### src/hdl/expression_token_lexer_assert.svh
`ifndef EXPRESSION_TOKEN_LEXER_ASSERT_SVH
`define EXPRESSION_TOKEN_LEXER_ASSERT_SVH

// same-cycle implication
`define ETL_ASSERT_IMPLIES(name, clk, rst, pre, post) \
   name: assert property (@(posedge clk) disable iff (rst) (pre) |-> (post)) \
      else $error("etl: assertion failed");

// next-cycle implication
`define ETL_ASSERT_NEXT(name, clk, rst, pre, post) \
   name: assert property (@(posedge clk) disable iff (rst) (pre) |=> (post)) \
      else $error("etl: assertion failed");

`endif

### src/hdl/etl_pkg.sv
package etl_pkg;

   localparam int TOKEN_W     = 16;
   localparam int CHAR_W      = 8;
   localparam int KIND_W      = 5;
   localparam int QUEUE_DEPTH = 4;
   localparam int QUEUE_PTR_W = 2;
   localparam int QUEUE_CNT_W = 3;

   localparam logic [CHAR_W-1:0] CHAR_NUL   = 8'h00;
   localparam logic [CHAR_W-1:0] CHAR_DOT   = 8'h2E;
   localparam logic [CHAR_W-1:0] CHAR_F     = 8'h66;
   localparam logic [CHAR_W-1:0] CHAR_UNDER = 8'h5F;

   typedef enum logic [1:0] {
      MODE_IDLE   = 2'd0,
      MODE_NUMBER = 2'd1,
      MODE_IDENT  = 2'd2
   } mode_type;

   typedef enum logic [KIND_W-1:0] {
      KIND_INVALID = 5'd0,
      KIND_END     = 5'd1,
      KIND_LPAREN  = 5'd2,
      KIND_RPAREN  = 5'd3,
      KIND_STAR    = 5'd4,
      KIND_MINUS   = 5'd5,
      KIND_PLUS    = 5'd6,
      KIND_SLASH   = 5'd7,
      KIND_PERCENT = 5'd8,
      KIND_BAR     = 5'd9,
      KIND_AMP     = 5'd10,
      KIND_CARET   = 5'd11,
      KIND_EQUAL   = 5'd12,
      KIND_SEMI    = 5'd13,
      KIND_TILDE   = 5'd14,
      KIND_LESS    = 5'd15,
      KIND_GREATER = 5'd16,
      KIND_NUMBER  = 5'd17,
      KIND_IDENT   = 5'd18
   } kind_type;

   typedef struct packed {
      kind_type             kind;
      logic [TOKEN_W-1:0]   start;
      logic [TOKEN_W-1:0]   length;
      logic                 last;
   } result_type;

   typedef struct packed {
      logic [1:0] count;
      result_type first;
      result_type second;
   } push_type;

   typedef struct packed {
      logic is_zero;
      logic is_space;
      logic is_digit;
      logic is_word;
      logic is_dot;
      logic is_f;
      kind_type op_kind;
   } char_class_type;

   typedef struct packed {
      logic [QUEUE_CNT_W-1:0] fill;
      logic                   room;
   } queue_status_type;

   function automatic kind_type op_kind(input logic [CHAR_W-1:0] c);
      kind_type k;
      unique case (c)
         8'h28:   k = KIND_LPAREN;
         8'h29:   k = KIND_RPAREN;
         8'h2A:   k = KIND_STAR;
         8'h2D:   k = KIND_MINUS;
         8'h2B:   k = KIND_PLUS;
         8'h2F:   k = KIND_SLASH;
         8'h25:   k = KIND_PERCENT;
         8'h7C:   k = KIND_BAR;
         8'h26:   k = KIND_AMP;
         8'h5E:   k = KIND_CARET;
         8'h3D:   k = KIND_EQUAL;
         8'h3B:   k = KIND_SEMI;
         8'h7E:   k = KIND_TILDE;
         8'h3C:   k = KIND_LESS;
         8'h3E:   k = KIND_GREATER;
         default: k = KIND_INVALID;
      endcase
      return k;
   endfunction

endpackage

### src/hdl/etl_decode.sv
module etl_decode import etl_pkg::*; (
   input  logic [CHAR_W-1:0] char_code,
   output char_class_type    char_class
);

   logic is_alpha;

   assign is_alpha = (char_code >= 8'h61 && char_code <= 8'h7A) ||
                     (char_code >= 8'h41 && char_code <= 8'h5A);

   always_comb begin
      char_class.is_zero  = (char_code == CHAR_NUL);
      char_class.is_space = (char_code == 8'h20) || (char_code == 8'h09) ||
                            (char_code == 8'h0D) || (char_code == 8'h0A);
      char_class.is_digit = (char_code >= 8'h30) && (char_code <= 8'h39);
      char_class.is_word  = is_alpha || (char_code == CHAR_UNDER);
      char_class.is_dot   = (char_code == CHAR_DOT);
      char_class.is_f     = (char_code == CHAR_F);
      char_class.op_kind  = op_kind(char_code);
   end

endmodule

### src/hdl/etl_step.sv
module etl_step import etl_pkg::*; #(
   parameter int OFFSET_BITS = 16
) (
   input  logic              clock,
   input  logic              reset,
   input  logic              req_valid,
   output logic              req_ready,
   input  logic [CHAR_W-1:0] req_char_code,
   input  queue_status_type  status,
   output push_type          push
);

   logic                   in_valid_ff, in_valid_in;
   logic [CHAR_W-1:0]      char_ff;
   mode_type               mode_ff, mode_in;
   logic [OFFSET_BITS-1:0] start_ff, start_in;
   logic [OFFSET_BITS-1:0] len_ff, len_in;
   logic [OFFSET_BITS-1:0] pos_ff, pos_in;

   char_class_type cls;
   logic           consume;
   logic           pending;
   logic           cont;
   logic           byte_emits;
   logic [31:0]    pos_wide;
   logic [31:0]    start_wide;
   logic [31:0]    len_wide;
   result_type     close_res;
   result_type     byte_res;

   etl_decode u_decode (
      .char_code  (char_ff),
      .char_class (cls)
   );

   assign consume     = in_valid_ff && status.room;
   assign req_ready   = !in_valid_ff || consume;
   assign in_valid_in = req_ready ? req_valid : in_valid_ff;

   assign pending = (mode_ff == MODE_NUMBER) || (mode_ff == MODE_IDENT);

   always_comb begin
      unique case (mode_ff)
         MODE_NUMBER: cont = cls.is_digit || cls.is_dot || cls.is_f;
         MODE_IDENT:  cont = cls.is_word || cls.is_digit;
         default:     cont = 1'b0;
      endcase
   end

   // next mode
   always_comb begin
      mode_in = mode_ff;
      if (consume && !(pending && cont)) begin
         if (cls.is_digit) begin
            mode_in = MODE_NUMBER;
         end else if (cls.is_word) begin
            mode_in = MODE_IDENT;
         end else begin
            mode_in = MODE_IDLE;
         end
      end
   end

   // results and counters
   always_comb begin
      pos_wide   = 32'(pos_ff);
      start_wide = 32'(start_ff);
      len_wide   = 32'(len_ff);
      byte_emits = cls.is_zero || !(cls.is_space || cls.is_digit || cls.is_word);

      byte_res.kind   = cls.is_zero ? KIND_END : cls.op_kind;
      byte_res.start  = pos_wide[TOKEN_W-1:0];
      byte_res.length = TOKEN_W'(1);
      byte_res.last   = 1'b1;

      close_res.kind   = (mode_ff == MODE_NUMBER) ? KIND_NUMBER : KIND_IDENT;
      close_res.start  = start_wide[TOKEN_W-1:0];
      close_res.length = len_wide[TOKEN_W-1:0];
      close_res.last   = !byte_emits;

      push.count  = 2'd0;
      push.first  = byte_res;
      push.second = byte_res;

      start_in = start_ff;
      len_in   = len_ff;
      pos_in   = pos_ff;

      if (consume) begin
         pos_in = pos_ff + OFFSET_BITS'(1);
         if (pending && cont) begin
            if (len_ff != {OFFSET_BITS{1'b1}}) begin
               len_in = len_ff + OFFSET_BITS'(1);
            end
         end else begin
            if (pending) begin
               push.first = close_res;
               push.count = byte_emits ? 2'd2 : 2'd1;
            end else begin
               push.count = byte_emits ? 2'd1 : 2'd0;
            end
            if (cls.is_zero) begin
               start_in = '0;
               len_in   = '0;
               pos_in   = '0;
            end else if (cls.is_digit || cls.is_word) begin
               start_in = pos_ff;
               len_in   = OFFSET_BITS'(1);
            end
         end
      end
   end

   always_ff @(posedge clock) begin
      if (reset) begin
         in_valid_ff <= 1'b0;
         mode_ff     <= MODE_IDLE;
         start_ff    <= '0;
         len_ff      <= '0;
         pos_ff      <= '0;
      end else begin
         in_valid_ff <= in_valid_in;
         mode_ff     <= mode_in;
         start_ff    <= start_in;
         len_ff      <= len_in;
         pos_ff      <= pos_in;
      end
   end

   always_ff @(posedge clock) begin
      if (req_ready) begin
         char_ff <= req_char_code;
      end
   end

endmodule

### src/hdl/etl_rsp_queue.sv
module etl_rsp_queue import etl_pkg::*; (
   input  logic               clock,
   input  logic               reset,
   input  push_type           push,
   output queue_status_type   status,
   output logic               rsp_valid,
   input  logic               rsp_ready,
   output logic [KIND_W-1:0]  rsp_token_kind,
   output logic [TOKEN_W-1:0] rsp_token_start,
   output logic [TOKEN_W-1:0] rsp_token_length,
   output logic               rsp_last_of_run
);

   result_type             entries_ff [QUEUE_DEPTH];
   logic [QUEUE_PTR_W-1:0] wr_ptr_ff, wr_ptr_in;
   logic [QUEUE_PTR_W-1:0] rd_ptr_ff, rd_ptr_in;
   logic [QUEUE_CNT_W-1:0] fill_ff, fill_in;
   logic [QUEUE_PTR_W-1:0] wr_next;
   logic                   pop;
   result_type             head;

   assign pop       = rsp_valid && rsp_ready;
   assign rsp_valid = (fill_ff != '0);
   assign wr_next   = wr_ptr_ff + QUEUE_PTR_W'(1);
   assign wr_ptr_in = wr_ptr_ff + QUEUE_PTR_W'(push.count);
   assign rd_ptr_in = rd_ptr_ff + QUEUE_PTR_W'(pop);
   assign fill_in   = fill_ff + QUEUE_CNT_W'(push.count) - QUEUE_CNT_W'(pop);

   assign status.fill = fill_ff;
   assign status.room = (fill_ff <= QUEUE_CNT_W'(QUEUE_DEPTH - 2));

   assign head             = entries_ff[rd_ptr_ff];
   assign rsp_token_kind   = head.kind;
   assign rsp_token_start  = head.start;
   assign rsp_token_length = head.length;
   assign rsp_last_of_run  = head.last;

   always_ff @(posedge clock) begin
      if (reset) begin
         wr_ptr_ff <= '0;
         rd_ptr_ff <= '0;
         fill_ff   <= '0;
      end else begin
         wr_ptr_ff <= wr_ptr_in;
         rd_ptr_ff <= rd_ptr_in;
         fill_ff   <= fill_in;
      end
   end

   always_ff @(posedge clock) begin
      if (push.count != 2'd0) begin
         entries_ff[wr_ptr_ff] <= push.first;
      end
      if (push.count == 2'd2) begin
         entries_ff[wr_next] <= push.second;
      end
   end

endmodule

### src/hdl/expression_token_lexer.sv
// Byte-stream lexer for arithmetic expression text. Each req_ beat carries one
// byte; each rsp_ beat carries one token (kind, start offset, length) and
// rsp_last_of_run marks the final token a byte caused. Offsets count from the
// last zero byte, wrap at 2^OFFSET_BITS and are reported in their low 16 bits;
// lengths saturate at 2^OFFSET_BITS - 1. A byte enters an input register, is
// classified and folded into the lexer state once the queue has room, and its
// tokens are written into a four-entry result queue, whose head is the rsp_
// beat. One byte is taken per cycle while the queue has two free entries; a
// byte that closes a pending token and also yields its own token needs two
// rsp_ beats, so the sustained byte rate is set by the single result port and
// by how many tokens each byte yields.
`include "expression_token_lexer_assert.svh"

module expression_token_lexer import etl_pkg::*; #(
   parameter int OFFSET_BITS = 16
) (
   input  logic               clock,
   input  logic               reset,
   input  logic               req_valid,
   output logic               req_ready,
   input  logic [7:0]         req_char_code,
   output logic               rsp_valid,
   input  logic               rsp_ready,
   output logic [4:0]         rsp_token_kind,
   output logic [15:0]        rsp_token_start,
   output logic [15:0]        rsp_token_length,
   output logic               rsp_last_of_run
);

   push_type         push;
   queue_status_type status;

   etl_step #(
      .OFFSET_BITS (OFFSET_BITS)
   ) u_step (
      .clock         (clock),
      .reset         (reset),
      .req_valid     (req_valid),
      .req_ready     (req_ready),
      .req_char_code (req_char_code),
      .status        (status),
      .push          (push)
   );

   etl_rsp_queue u_queue (
      .clock            (clock),
      .reset            (reset),
      .push             (push),
      .status           (status),
      .rsp_valid        (rsp_valid),
      .rsp_ready        (rsp_ready),
      .rsp_token_kind   (rsp_token_kind),
      .rsp_token_start  (rsp_token_start),
      .rsp_token_length (rsp_token_length),
      .rsp_last_of_run  (rsp_last_of_run)
   );

   `ETL_ASSERT_IMPLIES(a_pair_closes_token, clock, reset, push.count == 2'd2,
      push.first.kind == KIND_NUMBER || push.first.kind == KIND_IDENT)
   `ETL_ASSERT_IMPLIES(a_push_has_room, clock, reset, push.count != 2'd0, status.room)
   `ETL_ASSERT_IMPLIES(a_pair_last_marks, clock, reset, push.count == 2'd2,
      !push.first.last && push.second.last)
   `ETL_ASSERT_NEXT(a_push_fills_queue, clock, reset, push.count != 2'd0,
      status.fill != '0)

endmodule
### config.mk
export PLATFORM = sky130hd
export DESIGN_NAME = expression_token_lexer
export DESIGN_NICKNAME = d
export VERILOG_FILES = /design/src/hdl/etl_pkg.sv /design/src/hdl/etl_decode.sv /design/src/hdl/etl_step.sv /design/src/hdl/etl_rsp_queue.sv /design/src/hdl/expression_token_lexer.sv
export VERILOG_INCLUDE_DIRS = /design/src /design/src/hdl
export SDC_FILE = /design/constraint.sdc
export NUM_CORES = 1
export LEC_CHECK = 0
export ABC_AREA = 0
export BUFFER_PORTS_ARGS = -buffer_cell sky130_fd_sc_hd__buf_2
export CORE_ASPECT_RATIO = 0.5
export CORE_MARGIN = 1
export CORE_UTILIZATION = 25
export CTS_CLUSTER_DIAMETER = 150
export DETAILED_ROUTE_END_ITERATION = 6
export PLACE_DENSITY = 0.4
export SLEW_MARGIN = 20
export SYNTH_ARGS = -nofsm -noshare
export SYNTH_HDL_FRONTEND = slang
export SYNTH_SLANG_ARGS = --single-unit
### constraint.sdc
create_clock -name clock -period 8.6 [get_ports clock]
set_clock_uncertainty 0.2 [all_clocks]
set_input_delay 0.43 -clock clock [delete_from_list [all_inputs] [get_ports clock]]
set_output_delay 0.43 -clock clock [all_outputs]
set_load 0.01 [all_outputs]
Word-level counts from Yosys, hierarchy flattened. Memories as Yosys holds them, arrays and structs flattened. A register that Yosys moved wholly into a read port is not among the register bits. Cells that the tools add are included.

Output and inout port bits: 40. Bits in registers: 66. Logic and storage cells: 108. Input port bits: 12. Memories kept: 1. RAM bits: 152.

Bitwise logic cells: 1. $add $sub $neg: 7. Mux-type cells: 25. Reductions and logical operators: 31. Equal/unequal tests: 27. $lt $le $gt $ge: 7.

Memory list: u_queue.entries_ff (depth 4, bits a word 38, read ports 1, clocked after Yosys merged registers in 1, wr ports 2, RTL line etl_rsp_queue.sv:14) `result_type entries_ff [QUEUE_DEPTH];`.

Operators with widths (count): two-way mux 16 bit (8); equality test 8 x 6 -> 1 bit, second input constant (14); two-way mux 40 bit (2); case mux 5 bit (15 select lines) (1); equality test 8 x 7 -> 1 bit, second input constant (5); two-way mux 38 bit (1); adder 16 x 1 -> 16 bit, second input constant (2); equality test 8 x 4 -> 1 bit, second input constant (3); greater-or-equal comparator 8 x 7 -> 1 bit, second input constant (2); less-or-equal comparator 8 x 7 -> 1 bit, second input constant (2); != test 16 bit, second input constant (1); logical OR 1 bit (13); two-way mux 2 bit (6); greater-or-equal comparator 8 x 6 -> 1 bit, second input constant (1); less-or-equal comparator 8 x 6 -> 1 bit, second input constant (1); logical NOT 8 bit (1); logical AND 1 bit (7); AND reduction 3 bit (2); nonzero test 3 bit (2); two-way mux 1 bit (5); two-way mux 5 bit (1); equality test 2 bit, second input constant (2); logical NOT 1 bit (4); nonzero test 2 bit (2); 10 further kinds (10).

Depth between registers and ports, before layout. Gate-level depths: netlist of the first run.

Depth after elaboration: 15. Mapped depth: 17. Gate-level depth less buffers: 15.

Modules after synthesis. Synthesis of the first run repeated with hierarchy kept, for this count alone.

Cell total of the unflattened synthesis: 854. Area, all modules: 11363.4 um2.

By module, submodules not included: etl_rsp_queue (area each 7792.5 um2, seq. area each 4704.5 um2, cells each 413, instances 1); etl_step (area each 3154.3 um2, seq. area each 1261.2 um2, cells each 383, instances 1); etl_decode (area each 416.6 um2, seq. area each 0.0 um2, cells each 58, instances 1).

Least setup slack after synthesis of the first run. OpenSTA, ideal clock, no wires.

Path type: register to register. From: register u_step.char_ff[1]. To: memory u_queue.entries_ff[1][17] (netlist bit) (enable). Setup time: 378 ps. Required time: 8022 ps. Arrival time: 3065 ps. Slack: 4957 ps. Cell stages (with the launch flop): 15. Cell sequence: edfxtp_1 buf_6 clkbuf_1 nand2_1 o21ai_0 nand3b_1 a2111oi_0 nor3_1 ha_1 or2_2 clkbuf_1 nand3_2 buf_2 buf_6 nand2_1.

RTL lines: start: declaration (RTL line etl_step.sv:14) `logic [CHAR_W-1:0] char_ff;`; start signal: assignment (RTL line etl_step.sv:132) `char_ff <= req_char_code;`; end: declaration (RTL line etl_rsp_queue.sv:14).

==> summary.md, run 1 <==
| Metric | Value |
|---|---|
| Outcome | complete, no violations |
| Flops & latches, synth | 218 |
| Peak supply drop | 0.0001051 V |
| Via count | 7389 |
| Period minus WS final | 4737 ps |
| Async set-or-reset flop fraction in the synthesized netlist | 0% |
| Internal cell power | 1846 uW |
| Clock share of power | 36.6% |
| Final setup viols | 0 |
| Sw Ratio | 28.39% |
| Post-route clock period utilization | 55.08% |
| Total core area | 39630 um2 |
| Fin cells | 1510 |
| H-tree levels | 1 |
| CTS clk-pin slew, worst paths | 60 ps |
| Clock Tree Root | clkbuf_16 |
| Initial DRC Count | 520 |
| First-pass GRT wire length | 44290 um |
| Worst-Margin Slew | 1090 ps |
| Port Buf Inserts | 51 |
| Bufs on Longest Clock Path | 3 |
| Slew HR | 27.12% |
| Initial antenna violation count | 0 |
| Crit Path Class | register to register |
| Synthesized Nets | 971 |
| Max Slew Vio Count | 0 |
| Area delta synth->final | 13.43% |
| Ports | 52 |
| Register Area | 5288 um2 |
| Main synth FF type | dfxtp_1 |
| Die area | 41820 um2 |
| Sequential share of power | 45.8% |
| Wire per inst | 19.24 um |
| Routing usage on met1 | 19.29% |
| Layout fillers | 4068 |
| Setup bufs post-CTS | 0 |
| Nets@finish | 986 |
| GPL Wtd Cong | 0.7746 |
| Synthesis warning total | 0 |
| TritonCTS clock tree | done |
| Maxcap violations | 0 |
| Mapped Cells | 948 |
| Fmax | 0.2111 GHz |
| Fin Setup TNS | 0 ps |
| M2 GR Usage | 21.86% |
| Starting Density | 25.84% |
| Data required time of the worst path | 8790 ps |
| Grt met3 use | 2.138% |
| Setup repair after global routing missed its margin | false |
| CTS buffer count | 23 |
| Final Hold Fails | 0 |
| Global routing's busiest layer | met2 |
| Worst setup EP type | register |
| Detail Placement HPWL | 17860 um |
| Post-synthesis sequential area ratio | 51.62% |
| Number of enable flip-flop cells after synthesis | 92 |
| Share of cells above drive strength 1 | 17.24% |
| Startpoint type of the worst setup path | register |
| Mapped cell area | 10240 um2 |
| Final WL | 29060 um |
| Post-DRT Antenna Nets | 0 |
| Area of the multi-input gates | 4511 um2 |
| Die Width | 288.2 um |
| Avg Inst Size Synth | 10.80 um2 |
| Tot GR Track Use | 13.71% |
| Switching Power | 731.9 uW |
| Worst-path maximum fanout | 22 |
| Avg Vias per Cell | 4.893 |
| Std-Cell Rows | 51 |
| Placed insts | 1459 |
| DIE HEIGHT | 145.1 um |
| Min-delay worst type | input port to register |
| Clock Sinks | 218 |
| Cts repair resizes | 0 |
| Leakage | 0.003896 uW |
| Vias in the first global route | 7254 |
| DRC Markers | 0 |
| Critical Path AT | 4930 ps |
| Pwr dens | 222.0 nW/um2 |
| Post-synthesis cell type count | 69 |
| GRT Residual Overflow | 0 |
| Comb power frac | 17.6% |
| Initial DRT Pass Iterations | 7 |
| Largest net degree at the start of global routing | 40 |
| Ant diodes | 0 |
| Latest clock arrival within the worst-skew pair | 530 ps |
==> cell type report <==
cell class              count  share of cell area (%)
inverters                  13                  0.4202
well taps                 530                   5.710
clock buffers              34                   5.570
multi-input cells         638                   38.84
clock inverters             8                  0.3771
repair buffers             69                   3.555
flip-flops and latches    218                   45.53
==> worst max-delay path, stage by stage, from the launching register on <==
cell       delay (ps)
edfxtp_1          560
inv_1             220
nand2_1            90
o21ai_0           190
nand3b_1           90
a2111oi_0         470
nor3_1            110
ha_1              330
or2_2             230
nand3_1           790
nor2_2           1070
a22o_1            240
==> layout by cell type, fill, tap and decap left out, drive strengths merged, types with 6 or more instances in the layout <==
cell type | netlist | layout
clkinv | 0 | 7
a21oi | 93 | 93
dfxtp | 126 | 126
buf | 43 | 60
edfxtp | 92 | 92
nor2 | 52 | 52
nand3 | 29 | 29
and3 | 14 | 14
nor2b | 8 | 8
o21ai | 12 | 12
xor2 | 19 | 19
and4 | 6 | 6
nor3 | 7 | 7
mux4 | 38 | 38
ha | 10 | 10
and2 | 21 | 21
inv | 13 | 14
clkbuf | 36 | 34
a22o | 81 | 81
o22ai | 8 | 8
or3 | 8 | 8
xnor2 | 7 | 7
dlygate4sd3 | 0 | 9
nand4 | 9 | 9
nand2 | 163 | 163
==> registers in the layout, summed over array words and instances, names as in the netlist <==
signal,flops
u_queue.wr_ptr_ff,2
u_step.mode_ff,2
u_step.char_ff,8
u_queue.rd_ptr_ff,2
u_queue.entries_ff,152
u_queue.fill_ff,3
u_step.start_ff,16
u_step.in_valid_ff,1
u_step.pos_ff,16
u_step.len_ff,16
==> cell usage after synthesis, types with 5 or more instances <==
master    number  area share, %
a21oi_1       91            4.4
a22o_1        81            6.9
and2_1        21            1.3
and3_1        14           0.86
and4_1         6           0.51
buf_2         24            1.2
buf_4          8           0.59
buf_6          7           0.77
clkbuf_1      35            1.3
dfxtp_1      126             25
edfxtp_1      92             27
ha_1          10            1.2
inv_1         13           0.48
mux4_2        38            8.4
nand2_1      158            5.8
nand2_2        5           0.31
nand3_1       24            1.2
nand3_2        5           0.49
nand4_1        7           0.43
nor2_1        48            1.8
nor2b_1        8           0.49
nor3_1         7           0.34
o21ai_0       12           0.59
o22ai_1        8           0.49
or3_1          8           0.49
xnor2_1        7           0.60
xor2_1        19            1.6
==> layer usage <==
| metal | part of all wire, % | vias up |
|---|---|---|
| li1 | - | 3507 |
| met1 | 47 | 3698 |
| met2 | 47 | 147 |
| met3 | 4.2 | 37 |
| met4 | 1.9 | 0 |
| met5 | 0 | - |
==> cells by family (layout without fill, tap and decap cells) <==
kind of cell | after synthesis | after routing | share of synthesized area (%)
AND/OR/NAND/NOR | 338 | 338 | 16.38
flip-flops | 218 | 218 | 51.62
XOR/XNOR | 26 | 26 | 2.224
multiplexers | 40 | 40 | 8.579
buffers and inverters | 92 | 124 | 4.485
adder cells (fa/ha/maj) | 11 | 11 | 1.418
AO/OA/AOI/OAI | 223 | 223 | 15.30
==> final timing paths <==
check	from	end	slack (ps)	cells after the start
setup reg to reg	u_step.char_ff[0]	u_queue.entries_ff[0][19]	3860	11
setup / recovery	u_step.char_ff[0]	u_queue.entries_ff[0][19]	3860	11
hold reg to reg	u_queue.entries_ff[2][11]	u_queue.entries_ff[2][11]	250	2
hold / removal	reset	u_queue.rd_ptr_ff[1]	100	2
==> power by group through the flow <==
stage / Clock, uW / Combinational [uW] / Sequential (uW)
3_5_place_dp: 0 / 463 / 1200
4_1_cts: 972 / 468 / 1180
6_report: 944 / 453 / 1180
2_1_floorplan: 0 / 346 / 1170
5_1_grt: 1020 / 496 / 1190
3_3_place_gp: 0 / 461 / 1200
==> repair_timing <==
action / 4_1_cts / 5_1_grt
hold endpoints to repair: 9 / 0
setup endpoints to repair: 0 / 0
hold buffers: 9 / 0
==> metrics by stage <==
stage	setup WS [ps]	instance area (um2)	total power [uW]	hold WS (ps)	utilization, %
floorplan	4957	10240	1514	231.1	-
global placement	3822	10830	1661	239.0	27.32
detailed placement	3785	10830	1666	247.1	27.32
CTS	3788	11610	2620	85.68	29.29
global route	3531	11610	2700	121.8	29.31
finish	3863	11610	2578	102.5	29.31
(Power assumes the default switching activity.)
==> run 2: changes to the inputs <==
PLACE_DENSITY = 0.42   (was 0.4)
clock period = 4.2 ns   (was 8.6 ns; I/O delays follow)
==> run 2 against run 1 <==
Compared with the run above: wire length increased by 0.40%; sequential share of layout area decreased by 1.0 points; register-to-register slack got worse by 3500 ps; flip-flop and latch count unchanged; clock power increased by 110%; largest cell class unchanged; largest power group unchanged.
==> summary.md, run 2 (synthesis gave the netlist of run 1 again) <==
| Metric | Value |
|---|---|
| Via count | 7590 |
| Outcome | complete, no violations |
| Initial antenna violation count | 0 |
| Maxcap violations | 0 |
| Vias in the first global route | 7437 |
| Startpoint type of the worst setup path | register |
| Slowest-stage cell, CP | edfxtp_1 |
| CTS buffer count | 24 |
| CTS clk-pin slew, worst paths | 60 ps |
| Worst-path maximum fanout | 18 |
| Initial DRT Pass Iterations | 5 |
| Slew HR | 35.19% |
| Final Hold Fails | 0 |
| Data required time of the worst path | 4280 ps |
| Period minus WS final | 3853 ps |
| Die area | 41820 um2 |
| Critical Path AT | 3940 ps |
| Fmax | 0.2595 GHz |
| Clock Sinks | 218 |
| Area delta synth->final | 16.02% |
| Avg Vias per Cell | 4.938 |
| Peak supply drop | 0.0002100 V |
| GRT Residual Overflow | 0 |
| Largest net degree at the start of global routing | 22 |
| Initial DRC Count | 584 |
| Most frequent cells in the layout | nand2_1 (158), dfxtp_1 (124), edfxtp_1 (92) |
| Latest clock arrival within the worst-skew pair | 530 ps |
| Worst setup EP type | register |
| Max reg flops | 152 |
| Worst Path Buf+Inv | 0 |
| Detail Placement HPWL | 18320 um |
| Total core area | 39630 um2 |
| Delay-heaviest family, CP | simple AND/OR/NAND/NOR gates |
| Starting Density | 25.84% |
| CP max stage delay | 620 ps |
| Leakage | 0.004051 uW |
| H-tree levels | 1 |
| Worst-Margin Slew | 972.2 ps |
| CP cell instances | or4_4 -> a21oi_2 -> nor2_1 -> nor3_1 -> ha_1 -> or2_2 -> and3_1 -> nand2_1 -> nand2_2 -> a22o_1 |
| Hold_sp | rsp_ready |
| Port Buf Inserts | 51 |
| Final WL | 29170 um |
| Ant diodes | 0 |
| Min-delay worst type | input port to register |
| Bufs on Longest Clock Path | 3 |
| Layout fillers | 4050 |
| Share of cells above drive strength 1 | 18.97% |
| Die Width | 288.2 um |
| Crit path launch | u_step.char_ff[1] |
| Most common cell after layout, fill and taps aside | nand2_1 |
| GPL Wtd Cong | 0.8038 |
| Reg2reg start | u_step.char_ff[1] |
| Total Power | 5414 uW |
| DRC Markers | 0 |
| Ports | 52 |
| Pwr dens | 455.8 nW/um2 |
| Clock Tree Root | clkbuf_16 |
| First-pass GRT wire length | 44680 um |
| DIE HEIGHT | 145.1 um |
| Max Slew Vio Count | 0 |
| Post-route clock period utilization | 91.74% |
| Nets@finish | 1014 |
| TritonCTS clock tree | done |
| Crit Path Class | register to register |
| Std-Cell Rows | 51 |
| Register name with the most flops | u_queue.entries_ff |
| Setup repair after global routing missed its margin | false |
| Cts repair resizes | 0 |
| Post-DRT Antenna Nets | 0 |
| Final setup viols | 0 |
| Tot GR Track Use | 13.80% |
| Wire per inst | 18.98 um |
| Fin Setup TNS | 0 ps |
-- run 2: through the flow --
stage                     hold WS, ps  std cells  utilization [%]  setup WS (ps)  cell area [um2]
after global routing            78.40       1537            29.98          120.0            11880
after floorplan                 108.9        948                -          556.9            10240
final                           65.10       1537            29.98          346.8            11880
after global placement          189.0       1483            27.81          424.6            11020
after detailed placement        188.1       1483            27.81          350.1            11020
after CTS                       47.55       1537            29.98          338.0            11880
-- run 2: cell type report --
type / count / area, um2 / area share, %
sequential: 218 / 5288 / 44.51
multi-input combinational: 638 / 4506 / 37.93
tap: 530 / 663.1 / 5.582
clock buffer: 35 / 661.9 / 5.572
timing repair buffer: 96 / 635.6 / 5.351
clock inverter: 7 / 76.32 / 0.6425
inverter: 13 / 48.80 / 0.4108
-- run 2: timing repair --
item | 4_1_cts | 5_1_grt
endpoints found under the setup margin | 0 | 0
buffers inserted | 0 | 0
endpoints found under the hold margin | 20 | 0
hold buffers | 12 | 0
-- run 2: power by group --
part           internal [uW]  switching [uW]
Sequential              2310             146
Combinational            433             507
Clock                   1160             858
Total                   3900            1510
-- run 2: layer usage --
layer | track usage, % | share of wire (%) | vias to the layer above
li1 | - | - | 3553
met1 | 19.33 | 47 | 3807
met2 | 21.80 | 46 | 193
met3 | 2.579 | 4.9 | 37
met4 | 3.333 | 1.8 | 0
met5 | 0 | 0 | -
-- run 2: worst min-delay path, stage by stage --
cell and delay (ps):
buf_2 70, and2_1 160, ha_1 170, xnor2_1 110
nor2_1 40
-- run 2: final timing paths --
kind	depth (start not counted)	end	slack [ps]
max	10	u_queue.entries_ff[1][23]	350
min	5	u_queue.rd_ptr_ff[1]	70
max reg2reg	10	u_queue.entries_ff[1][23]	350
min reg2reg	2	u_queue.entries_ff[2][12]	250
==> run 3: changes to the inputs <==
PLACE_DENSITY = 0.4   (was 0.42)
clock period = 4 ns   (was 4.2 ns; I/O delays follow)
==> run 3 against run 2 <==
Compared with the run above: wire length increased by 1.2%; clock power up 2%; cell count unchanged; cell area increased by 0.25%; critical path type unchanged; critical endpoint is now u_queue.entries_ff[2][22]; largest power group unchanged.
==> summary.md, run 3 (synthesis gave the netlist of run 1 again) <==
| Metric | Value |
|---|---|
| Outcome | complete, no violations |
| Layout fillers | 4019 |
| Starting Density | 25.84% |
| Post-route clock period utilization | 90.63% |
| Die area | 41820 um2 |
| First-pass GRT wire length | 45140 um |
| Register name with the most flops | u_queue.entries_ff |
| DRC Markers | 0 |
| Nets@finish | 1013 |
| Bufs on Longest Clock Path | 3 |
| Latest clock arrival within the worst-skew pair | 520 ps |
| Fin area | 11910 um2 |
| Period minus WS final | 3625 ps |
| Die Width | 288.2 um |
| DP Area | 11060 um2 |
| Fin Setup TNS | 0 ps |
| Final WL | 29540 um |
| Via count | 7576 |
| Fmax | 0.2758 GHz |
| Worst-Margin Slew | 960.6 ps |
| Maxcap violations | 0 |
| Final Util | 30.05% |
| Std-Cell Rows | 51 |
| Crit Path Class | register to register |
| Wire per inst | 19.22 um |
| Post-DRT Antenna Nets | 0 |
| Min-delay worst type | input port to register |
| Data required time of the worst path | 4080 ps |
| H-tree levels | 1 |
| Initial DRC Count | 567 |
| CTS buffer count | 23 |
| CTS clk-pin slew, worst paths | 60 ps |
| Worst-path maximum fanout | 16 |
| Placed insts | 1483 |
| Max Slew Vio Count | 0 |
| Setup bufs post-CTS | 0 |
| Clock Tree Root | clkbuf_16 |
| GPL Wtd Cong | 0.7900 |
| Worst setup EP type | register |
| Leakage | 0.004047 uW |
| Ant diodes | 0 |
| Initial DRT Pass Iterations | 7 |
| Final setup viols | 0 |
| Final Hold Fails | 0 |
| Setup repair after global routing missed its margin | false |
| Fin cells | 1537 |
| DIE HEIGHT | 145.1 um |
| Most common cell after layout, fill and taps aside | nand2_1 |
| Peak supply drop | 0.0002644 V |
| Largest net degree at the start of global routing | 26 |
| Most frequent cells in the layout | nand2_1 (158), dfxtp_1 (124), edfxtp_1 (92) |
| Clock Sinks | 218 |
| Detail Placement HPWL | 18690 um |
| Initial antenna violation count | 0 |
| Max reg flops | 152 |
| Area delta synth->final | 16.31% |
| Startpoint type of the worst setup path | register |
| Slew HR | 35.89% |
| GRT Residual Overflow | 0 |
| TritonCTS clock tree | done |
| Tot GR Track Use | 13.95% |
| Critical Path AT | 3700 ps |
| Total core area | 39630 um2 |
| Ports | 52 |
| Pwr dens | 472.4 nW/um2 |
| Avg Vias per Cell | 4.929 |
| Port Buf Inserts | 51 |
| Share of cells above drive strength 1 | 18.97% |
| Vias in the first global route | 7470 |
run 3: cell types whose count changed in the layout (fill, tap and decap cells not counted), moves of 2 or more:
cell	before	now
clkbuf_8	2	5
buf_4	32	29
buf_12	1	4
inv_6	0	2
nand2_4	0	3
nand2_2	5	2
run 3: metrics by stage:
step                hold WS, ps  power, uW  setup slack [ps]
floorplan                 98.87       3254             356.9
global placement          177.2       3626             276.8
detailed placement        179.7       3636             230.4
CTS                       179.3       5710             238.1
global route              193.0       5897             9.324
finish                    193.4       5626             374.7
run 3: cell type report:
type                            count  area (um2)  area share, %
Tap cell                          530       663.1          5.568
Multi-Input combinational cell    638        4527          38.01
Inverter                           13       48.80         0.4098
Clock inverter                      4       27.53         0.2311
Sequential cell                   218        5288          44.40
Clock buffer                       38       681.9          5.726
Timing Repair Buffer               96       673.1          5.652
run 3: report_power, final:
part	switching, uW	internal (uW)	leakage, uW
logic	537	461	0.00186
clock network	893	1160	0.000348
registers	143	2430	0.00183
total	1570	4050	0.00405
run 3: routing by layer:
metal | up-vias | global-route usage [%] | part of all wire, %
met5 | - | 0 | 0
met4 | 0 | 3.439 | 2.1
met3 | 38 | 1.997 | 4.0
met2 | 166 | 22.14 | 46
met1 | 3810 | 19.80 | 48
li1 | 3562 | - | -
run 3: final timing paths:
path	start	to	slack (ps)	depth (start not counted)
max	u_step.char_ff[0]	u_queue.entries_ff[2][22]	370	12
min	req_char_code[5]	u_step.char_ff[5]	190	2
max reg2reg	u_step.char_ff[0]	u_queue.entries_ff[2][22]	370	12
min reg2reg	u_queue.entries_ff[2][16]	u_queue.entries_ff[2][16]	250	2
run 3: repair_timing:
action / 4_1_cts / 5_1_grt
endpoints found under the hold margin: 20 / 0
hold buffers: 12 / 0
resized for setup: 0 / 5
endpoints found under the setup margin: 0 / 64
run 3: worst max-delay path, cell delays in order, from the launching register on:
cell	delay (ps)
edfxtp_1	470
inv_1	190
nand2_1	90
o21ai_0	160
nand3b_1	100
a2111oi_1	360
nor3_1	100
ha_1	310
or2_2	390
and3_1	300
nand2_1	110
nand2_2	290
a22o_1	290
